==> config.mk <==
export PLATFORM = sky130hd
export DESIGN_NAME = circular_deque
export DESIGN_NICKNAME = d
export VERILOG_FILES = /design/src/rtl/core/cdq_pkg.sv /design/src/rtl/core/cdq_ctrl.sv /design/src/rtl/core/cdq_datapath.sv /design/src/rtl/core/circular_deque.sv
export VERILOG_INCLUDE_DIRS = /design/src /design/src/rtl/core
export SDC_FILE = /design/constraint.sdc
export NUM_CORES = 2
export LEC_CHECK = 0
export ABC_AREA = 1
export BUFFER_PORTS_ARGS = -buffer_cell sky130_fd_sc_hd__buf_2
export CELL_PAD_IN_SITES_DETAIL_PLACEMENT = 1
export CELL_PAD_IN_SITES_GLOBAL_PLACEMENT = 1
export CORE_MARGIN = 8
export CORE_UTILIZATION = 45
export CTS_CLUSTER_DIAMETER = 60
export CTS_CLUSTER_SIZE = 20
export DETAILED_ROUTE_END_ITERATION = 10
export PLACE_DENSITY_LB_ADDON = 0.1
export SLEW_MARGIN = 20
export SYNTH_ARGS = -nofsm -noshare
export SYNTH_HDL_FRONTEND = slang
export SYNTH_SLANG_ARGS = --single-unit
==> constraint.sdc <==
create_clock -name clk -period 12.9 [get_ports clk]
set_clock_uncertainty 0.15 [all_clocks]
set_input_delay 0.645 -clock clk [delete_from_list [all_inputs] [get_ports clk]]
set_output_delay 0.645 -clock clk [all_outputs]
set_load 0.02 [all_outputs]
==> src/rtl/core/circular_deque_macros.svh <==
// Assertion macros for the circular deque.
// Included by modules that carry concurrent assertions; no other dependencies.
`ifndef CIRCULAR_DEQUE_MACROS_SVH
`define CIRCULAR_DEQUE_MACROS_SVH
`ifndef SYNTH
`define CDQ_ASSERT_IMPL(lbl, clk, rst_n, ante, cons) \
    lbl: assert property (@(posedge clk) disable iff (!rst_n) (ante) |-> (cons)) \
        else $error("circular deque assertion failed");
`define CDQ_ASSERT_NEXT(lbl, clk, rst_n, ante, cons) \
    lbl: assert property (@(posedge clk) disable iff (!rst_n) (ante) |=> (cons)) \
        else $error("circular deque assertion failed");
`else
`define CDQ_ASSERT_IMPL(lbl, clk, rst_n, ante, cons)
`define CDQ_ASSERT_NEXT(lbl, clk, rst_n, ante, cons)
`endif
`endif

==> src/rtl/core/cdq_pkg.sv <==
// Shared types and constants for the circular deque.
// Used by the controller, the datapath and the top level; depends on nothing.
package cdq_pkg;

    localparam int DEF_DEPTH      = 128;
    localparam int DEF_DATA_WIDTH = 32;

    localparam logic [1:0] REQ_INS_FRONT = 2'd0;
    localparam logic [1:0] REQ_INS_REAR  = 2'd1;
    localparam logic [1:0] REQ_REMOVE    = 2'd2;

    localparam logic [1:0] STS_DONE  = 2'd0;
    localparam logic [1:0] STS_FULL  = 2'd1;
    localparam logic [1:0] STS_EMPTY = 2'd2;

    typedef enum logic {
        ST_IDLE,
        ST_READ
    } cdq_state_t;

    typedef struct packed {
        logic accept;
        logic finish;
    } cdq_cmd_t;

    typedef struct packed {
        logic pop_read;
    } cdq_stat_t;

endpackage

==> src/rtl/core/cdq_ctrl.sv <==
// Controller for the circular deque: handshake state machine and result valid.
// Depends on cdq_pkg.
module cdq_ctrl
    import cdq_pkg::*;
(
    input  logic      clk,
    input  logic      rst_n,
    input  logic      in_valid,
    output logic      in_stall,
    output logic      out_valid,
    input  logic      out_stall,
    input  cdq_stat_t stat,
    output cdq_cmd_t  cmd
);

    cdq_state_t state_reg;
    cdq_state_t state_next;
    logic       out_valid_reg;
    logic       out_valid_next;
    logic       accept;

    assign in_stall  = (state_reg != ST_IDLE) || (out_valid_reg && out_stall);
    assign accept    = in_valid && !in_stall;
    assign out_valid = out_valid_reg;

    always_comb
    begin
        state_next = state_reg;
        unique case (state_reg)
            ST_IDLE:
            begin
                if (accept && stat.pop_read)
                begin
                    state_next = ST_READ;
                end
            end
            ST_READ:
            begin
                state_next = ST_IDLE;
            end
            default:
            begin
                state_next = ST_IDLE;
            end
        endcase
    end

    always_comb
    begin
        cmd.accept = 1'b0;
        cmd.finish = 1'b0;
        unique case (state_reg)
            ST_IDLE:
            begin
                cmd.accept = accept;
            end
            ST_READ:
            begin
                cmd.finish = 1'b1;
            end
            default:
            begin
                cmd.accept = 1'b0;
            end
        endcase
    end

    always_comb
    begin
        out_valid_next = out_valid_reg;
        if (out_valid_reg && !out_stall)
        begin
            out_valid_next = 1'b0;
        end
        if ((cmd.accept && !stat.pop_read) || cmd.finish)
        begin
            out_valid_next = 1'b1;
        end
    end

    always_ff @(posedge clk or negedge rst_n)
    begin
        if (!rst_n)
        begin
            state_reg     <= ST_IDLE;
            out_valid_reg <= 1'b0;
        end
        else
        begin
            state_reg     <= state_next;
            out_valid_reg <= out_valid_next;
        end
    end

endmodule

==> src/rtl/core/cdq_datapath.sv <==
// Datapath for the circular deque: pointers, empty mark, entry store, result words.
// Depends on cdq_pkg and circular_deque_macros.svh.
`include "circular_deque_macros.svh"
module cdq_datapath
    import cdq_pkg::*;
#(
    parameter int DEPTH      = DEF_DEPTH,
    parameter int DATA_WIDTH = DEF_DATA_WIDTH
)
(
    input  logic        clk,
    input  logic        rst_n,
    input  cdq_cmd_t    cmd,
    output cdq_stat_t   stat,
    input  logic [1:0]  req_type,
    input  logic [31:0] entry_value,
    output logic [1:0]  status,
    output logic [31:0] removed_value,
    output logic        now_empty,
    output logic        now_full
);

    localparam int AW = (DEPTH > 1) ? $clog2(DEPTH) : 1;
    localparam logic [AW-1:0] TOP = AW'(DEPTH - 1);

    logic [DATA_WIDTH-1:0] mem_array [DEPTH];
    logic [DATA_WIDTH-1:0] rd_data_reg;

    logic [AW-1:0] front_reg;
    logic [AW-1:0] front_next;
    logic [AW-1:0] rear_reg;
    logic [AW-1:0] rear_next;
    logic          empty_reg;
    logic          empty_next;

    logic [1:0]    status_reg;
    logic [1:0]    status_next;
    logic [31:0]   removed_reg;
    logic          now_empty_reg;
    logic          now_full_reg;

    logic [AW-1:0] rear_inc;
    logic [AW-1:0] front_inc;
    logic [AW-1:0] front_dec;
    logic [AW-1:0] rear_next_inc;
    logic          full;
    logic          is_insert;
    logic          wr_en;
    logic [AW-1:0] wr_addr;
    logic          rd_en;

    logic [DATA_WIDTH+31:0] wr_ext;
    logic [DATA_WIDTH-1:0]  wr_data;
    logic [DATA_WIDTH+31:0] rd_ext;

    assign rear_inc      = (rear_reg == TOP) ? '0 : rear_reg + 1'b1;
    assign front_inc     = (front_reg == TOP) ? '0 : front_reg + 1'b1;
    assign front_dec     = (front_reg == '0) ? TOP : front_reg - 1'b1;
    assign rear_next_inc = (rear_next == TOP) ? '0 : rear_next + 1'b1;
    assign full          = !empty_reg && (rear_inc == front_reg);
    assign is_insert     = (req_type == REQ_INS_FRONT) || (req_type == REQ_INS_REAR);

    assign stat.pop_read = (req_type == REQ_REMOVE) && !empty_reg;
    assign rd_en         = cmd.accept && stat.pop_read;

    assign wr_ext  = {{DATA_WIDTH{1'b0}}, entry_value};
    assign wr_data = wr_ext[DATA_WIDTH-1:0];
    assign rd_ext  = {32'd0, rd_data_reg};

    always_comb
    begin
        front_next  = front_reg;
        rear_next   = rear_reg;
        empty_next  = empty_reg;
        status_next = STS_DONE;
        wr_en       = 1'b0;
        wr_addr     = front_reg;
        unique case (req_type) inside
            REQ_INS_FRONT, REQ_INS_REAR:
            begin
                if (full)
                begin
                    status_next = STS_FULL;
                end
                else if (empty_reg)
                begin
                    front_next = '0;
                    rear_next  = '0;
                    empty_next = 1'b0;
                    wr_en      = 1'b1;
                    wr_addr    = '0;
                end
                else if (req_type == REQ_INS_FRONT)
                begin
                    front_next = front_dec;
                    wr_en      = 1'b1;
                    wr_addr    = front_dec;
                end
                else
                begin
                    rear_next = rear_inc;
                    wr_en     = 1'b1;
                    wr_addr   = rear_inc;
                end
            end
            REQ_REMOVE:
            begin
                if (empty_reg)
                begin
                    status_next = STS_EMPTY;
                end
                else if (front_reg == rear_reg)
                begin
                    front_next = '0;
                    rear_next  = '0;
                    empty_next = 1'b1;
                end
                else
                begin
                    front_next = front_inc;
                end
            end
            default:
            begin
                status_next = STS_DONE;
            end
        endcase
    end

    always_ff @(posedge clk or negedge rst_n)
    begin
        if (!rst_n)
        begin
            front_reg <= '0;
            rear_reg  <= '0;
            empty_reg <= 1'b1;
        end
        else if (cmd.accept)
        begin
            front_reg <= front_next;
            rear_reg  <= rear_next;
            empty_reg <= empty_next;
        end
    end

    always_ff @(posedge clk)
    begin
        if (cmd.accept && wr_en)
        begin
            mem_array[wr_addr] <= wr_data;
        end
    end

    always_ff @(posedge clk)
    begin
        if (rd_en)
        begin
            rd_data_reg <= mem_array[front_reg];
        end
    end

    always_ff @(posedge clk)
    begin
        if (cmd.accept)
        begin
            status_reg    <= status_next;
            removed_reg   <= '0;
            now_empty_reg <= empty_next;
            now_full_reg  <= !empty_next && (rear_next_inc == front_next);
        end
        else if (cmd.finish)
        begin
            removed_reg <= rd_ext[31:0];
        end
    end

    assign status        = status_reg;
    assign removed_value = removed_reg;
    assign now_empty     = now_empty_reg;
    assign now_full      = now_full_reg;

    `CDQ_ASSERT_IMPL(a_empty_ptrs, clk, rst_n, empty_reg, (front_reg == '0) && (rear_reg == '0))
    `CDQ_ASSERT_IMPL(a_finish_done, clk, rst_n, cmd.finish, status_reg == STS_DONE)
    `CDQ_ASSERT_NEXT(a_full_hold, clk, rst_n, cmd.accept && is_insert && full,
        (front_reg == $past(front_reg)) && (rear_reg == $past(rear_reg)) && !empty_reg)

endmodule

==> src/rtl/core/circular_deque.sv <==
// Circular deque top level: one insert at either end or one front removal per word.
// An insert, the unused code or a rejected request gives its result one cycle after
// acceptance and the next word may be taken in the following cycle; a front removal waits
// for the registered read of the entry store and holds off the next word meanwhile.
// A result held by a stalled receiver stalls the input until that result is taken.
// Reset (rst_n low, asynchronous) empties the deque; store contents are not cleared.
module circular_deque
    import cdq_pkg::*;
#(
    parameter int DEPTH      = DEF_DEPTH,
    parameter int DATA_WIDTH = DEF_DATA_WIDTH
)
(
    input  logic        clk,
    input  logic        rst_n,
    input  logic        in_valid,
    output logic        in_stall,
    input  logic [1:0]  req_type,
    input  logic [31:0] entry_value,
    output logic        out_valid,
    input  logic        out_stall,
    output logic [1:0]  status,
    output logic [31:0] removed_value,
    output logic        now_empty,
    output logic        now_full
);

    cdq_cmd_t  cmd;
    cdq_stat_t stat;

    cdq_ctrl u_ctrl (
        .clk       (clk),
        .rst_n     (rst_n),
        .in_valid  (in_valid),
        .in_stall  (in_stall),
        .out_valid (out_valid),
        .out_stall (out_stall),
        .stat      (stat),
        .cmd       (cmd)
    );

    cdq_datapath #(
        .DEPTH      (DEPTH),
        .DATA_WIDTH (DATA_WIDTH)
    ) u_datapath (
        .clk           (clk),
        .rst_n         (rst_n),
        .cmd           (cmd),
        .stat          (stat),
        .req_type      (req_type),
        .entry_value   (entry_value),
        .status        (status),
        .removed_value (removed_value),
        .now_empty     (now_empty),
        .now_full      (now_full)
    );

endmodule
==> qor.csv <==
stage,metric,value,unit
critical_path,required,13.55,ns
synth,yosys-top-cells-area,"edfxtp_1 (76%), o21ai_0 (6.5%), nor2_1 (5.2%)",
job,maxCapViolCount,0,
critical_path,cpMostUsedCell,buf_4,
cts,numCtsBuffers,348,
synth,syn_inst,12092,
power_and_ir_drop,power,38.2,mW
die,die_h,619,um
run_status,status,"complete, no violations",
critical_path,end_kind,flop,
critical_path,crit_family,buffers and inverters,
synth,syn_area,163000,um^2
timing,period_needed,6.50,ns
final_layout,largest_reg_flops,4096,
cts,insertion_delay,0.96,ns
placement,globalplace.congestion,0.890,
critical_path,slowest_delay,0.73,ns
timing,finalMaxSlewViolations,0,
final_layout,drive_gt1_frac,0.104,
cts,htreeDepth,5,
synth,avgSynthCellArea,13.5,um^2
min_path,hold_class,in2reg,
critical_path,worst-path-buf-inv,5,
synth,synth-edff-count,4132,
critical_path,slowest_stage,dfrtp_4,
routing,drt_iter0_markers,12966,
synth,synth_seq_cells,4181,
placement,placement.cell_area,171000,um^2
routing,drt_pass1_iterations,6,
synth,yosysSeqAreaShare,0.766,
synth,yosysTopAreaCellShare,0.760,
die,pin_count,76,
timing,slew_headroom,0.123,
cts,hold_buffers,11,
cts,cts_root_buffer,clkbuf_16,
cts,cts_buffer_depth,4,
final_layout,nFillCells,35204,
timing,finalSetupViolCount,0,
final_layout,synthToLayoutAreaGrowth,12.1,%
routing,wire_per_inst,34.3,um
routing,ant_nets,0,
routing,wirelength,585,mm
critical_path,crit_path_start_kind,flop,
global_route,antenna_found_initial,48,
cts,cts_resized,0,
timing,rsz0062_at_grt,no,
placement,place_ws,6.47,ns
final_layout,fin_util,0.506,
synth,yosys-top-cells-count,"edfxtp_1 (4132), nor2_1 (2268), o21ai_0 (2117), clkbuf_1 (738), nand2_1 (683)",
timing,fmax,154,MHz
die,num_rows,221,
final_layout,seq_area,125000,um^2
timing,finalCritPeriodShare,0.504,
final_layout,design_area,183000,um^2
power_and_ir_drop,p_leak,57.5,nW
final_layout,nNetsFinal,12027,
global_route,grt-ovfl-total,0,
placement,place_inst,16407,
synth,synth.most_common_cell,edfxtp_1,
critical_path,critPathKind,reg2reg,
synth,async_reset_ff_frac,0.00407,
die,core,362000,um^2
critical_path,cp_cell_sequence,buf_4 -> buf_4 -> buf_12 -> buf_4 -> buf_4 -> o21ai_0 -> o221ai_1 -> o211ai_1 -> a31oi_1 -> nor4_1 -> a31oi_1,
die,initial_utilization,0.451,
placement,place_hpwl,346,mm
critical_path,crit_fanout,158,
die,dieWidth,619,um
routing,via_per_inst,6.32,
timing,holdWs,0.0347,ns
timing,final_hold_viol_count,0,
routing,drcViolationCount,0,
power_and_ir_drop,irDropWorstVdd,0.000163,V
cts,post_cts_buffers,0,
synth,synth_top_cell_by_area,edfxtp_1,
cts,cts_tree,done,
power_and_ir_drop,powerDensity,208,nW/um^2
global_route,track_usage,0.297,
cts,clock_sinks,4181,
routing,num_vias,107983,
timing,fin_setup_tns,0,ns
timing,tightest_slew,1.32,ns
synth,mappedNetlistNets,12134,
final_layout,multi_input_area,35500,um^2
critical_path,worstPathArrival,7.15,ns
final_layout,final_cells,17082,
global_route,grt_pass1_vias,106903,
global_route,grt_pass1_wl,818,mm
synth,synth.distinct_cells,63,
cts,clkTransAtPathRegs,0.08,ns
synth,yosysWarnings,0,
timing,setup_ws,6.40,ns
die,die_area,383000,um^2
synth,synthFlopType,edfxtp_1,
placement,io_buffer_count,75,
global_route,grt_max_degree,213,
path summary, 6_finish.rpt:
kind	startpoint	endpoint	depth (start not counted)	slack, ns
setup / recovery	u_datapath.front_reg[0]	u_datapath.rd_data_reg[22]	11	6.40
setup reg to reg	u_datapath.front_reg[0]	u_datapath.rd_data_reg[22]	11	6.40
min in group asynchronous	rst_n	u_ctrl.out_valid	2	0.10
hold / removal	entry_value[9]	u_datapath.mem_array[69][9]	1	0.03
hold reg to reg	u_datapath.rd_data_reg[12]	u_datapath.removed_value[12]	3	0.41
max in group asynchronous	rst_n	u_datapath.front_reg[3]	2	11.96
power by group:
| group | switching [mW] | internal, mW | total, mW |
|---|---|---|---|
| sequential | 0.159 | 15.1 | 15.3 |
| combinational | 9.08 | 2.58 | 11.7 |
| clock | 5.57 | 5.69 | 11.3 |
| total | 14.8 | 23.4 | 38.2 |
layout make-up:
class,instances,share of cell area
diodes,19,0.000260
clock buffers,373,0.0487
clock inverters,261,0.0168
inverters,101,0.00219
multi-input cells,6917,0.194
flip-flops and latches,4181,0.683
well taps,4794,0.0327
repair buffers,436,0.0221
per-layer routing:
metal / GRT usage / part of all wire / wire, um
met5: 0 / 0.00017 / 98
met4: 0.129 / 0.051 / 30100
met3: 0.0542 / 0.082 / 48100
met2: 0.460 / 0.45 / 266000
met1: 0.412 / 0.41 / 242000
cell families after synthesis:
group | share of synthesized area
buf+inv | 0.0238
xor+xnor | 0.000643
simple gates | 0.0812
mux | 0.00221
fa+ha+maj | 0.000306
flops | 0.766
compound gates | 0.126
cells in the final DEF, fill, tap and decap left out, types with 21 or more instances in the layout:
cell type   synthesis  routed
edfxtp_1         4132    4132
nor2_1           2268    2133
o21ai_0          2117    2113
nand2_1           683     678
o22ai_1           657     657
o221ai_1          364     364
clkbuf_16           0     354
buf_4               3     324
nand3_1           323     321
nor2_4              3     138
o211ai_1          126     126
a21oi_1            85      84
inv_1              86      82
a31oi_1            77      69
inv_8               0      58
inv_6               0      51
clkinv_8            0      45
buf_2             102      44
nand4_1            36      36
mux2_2             32      32
dfxtp_1            32      32
buf_12              1      30
buf_16              0      24
clkinv_2            0      23
clkinv_1            2      22
clkinvlp_4          0      21
Power figures use the tool's default switching activity.
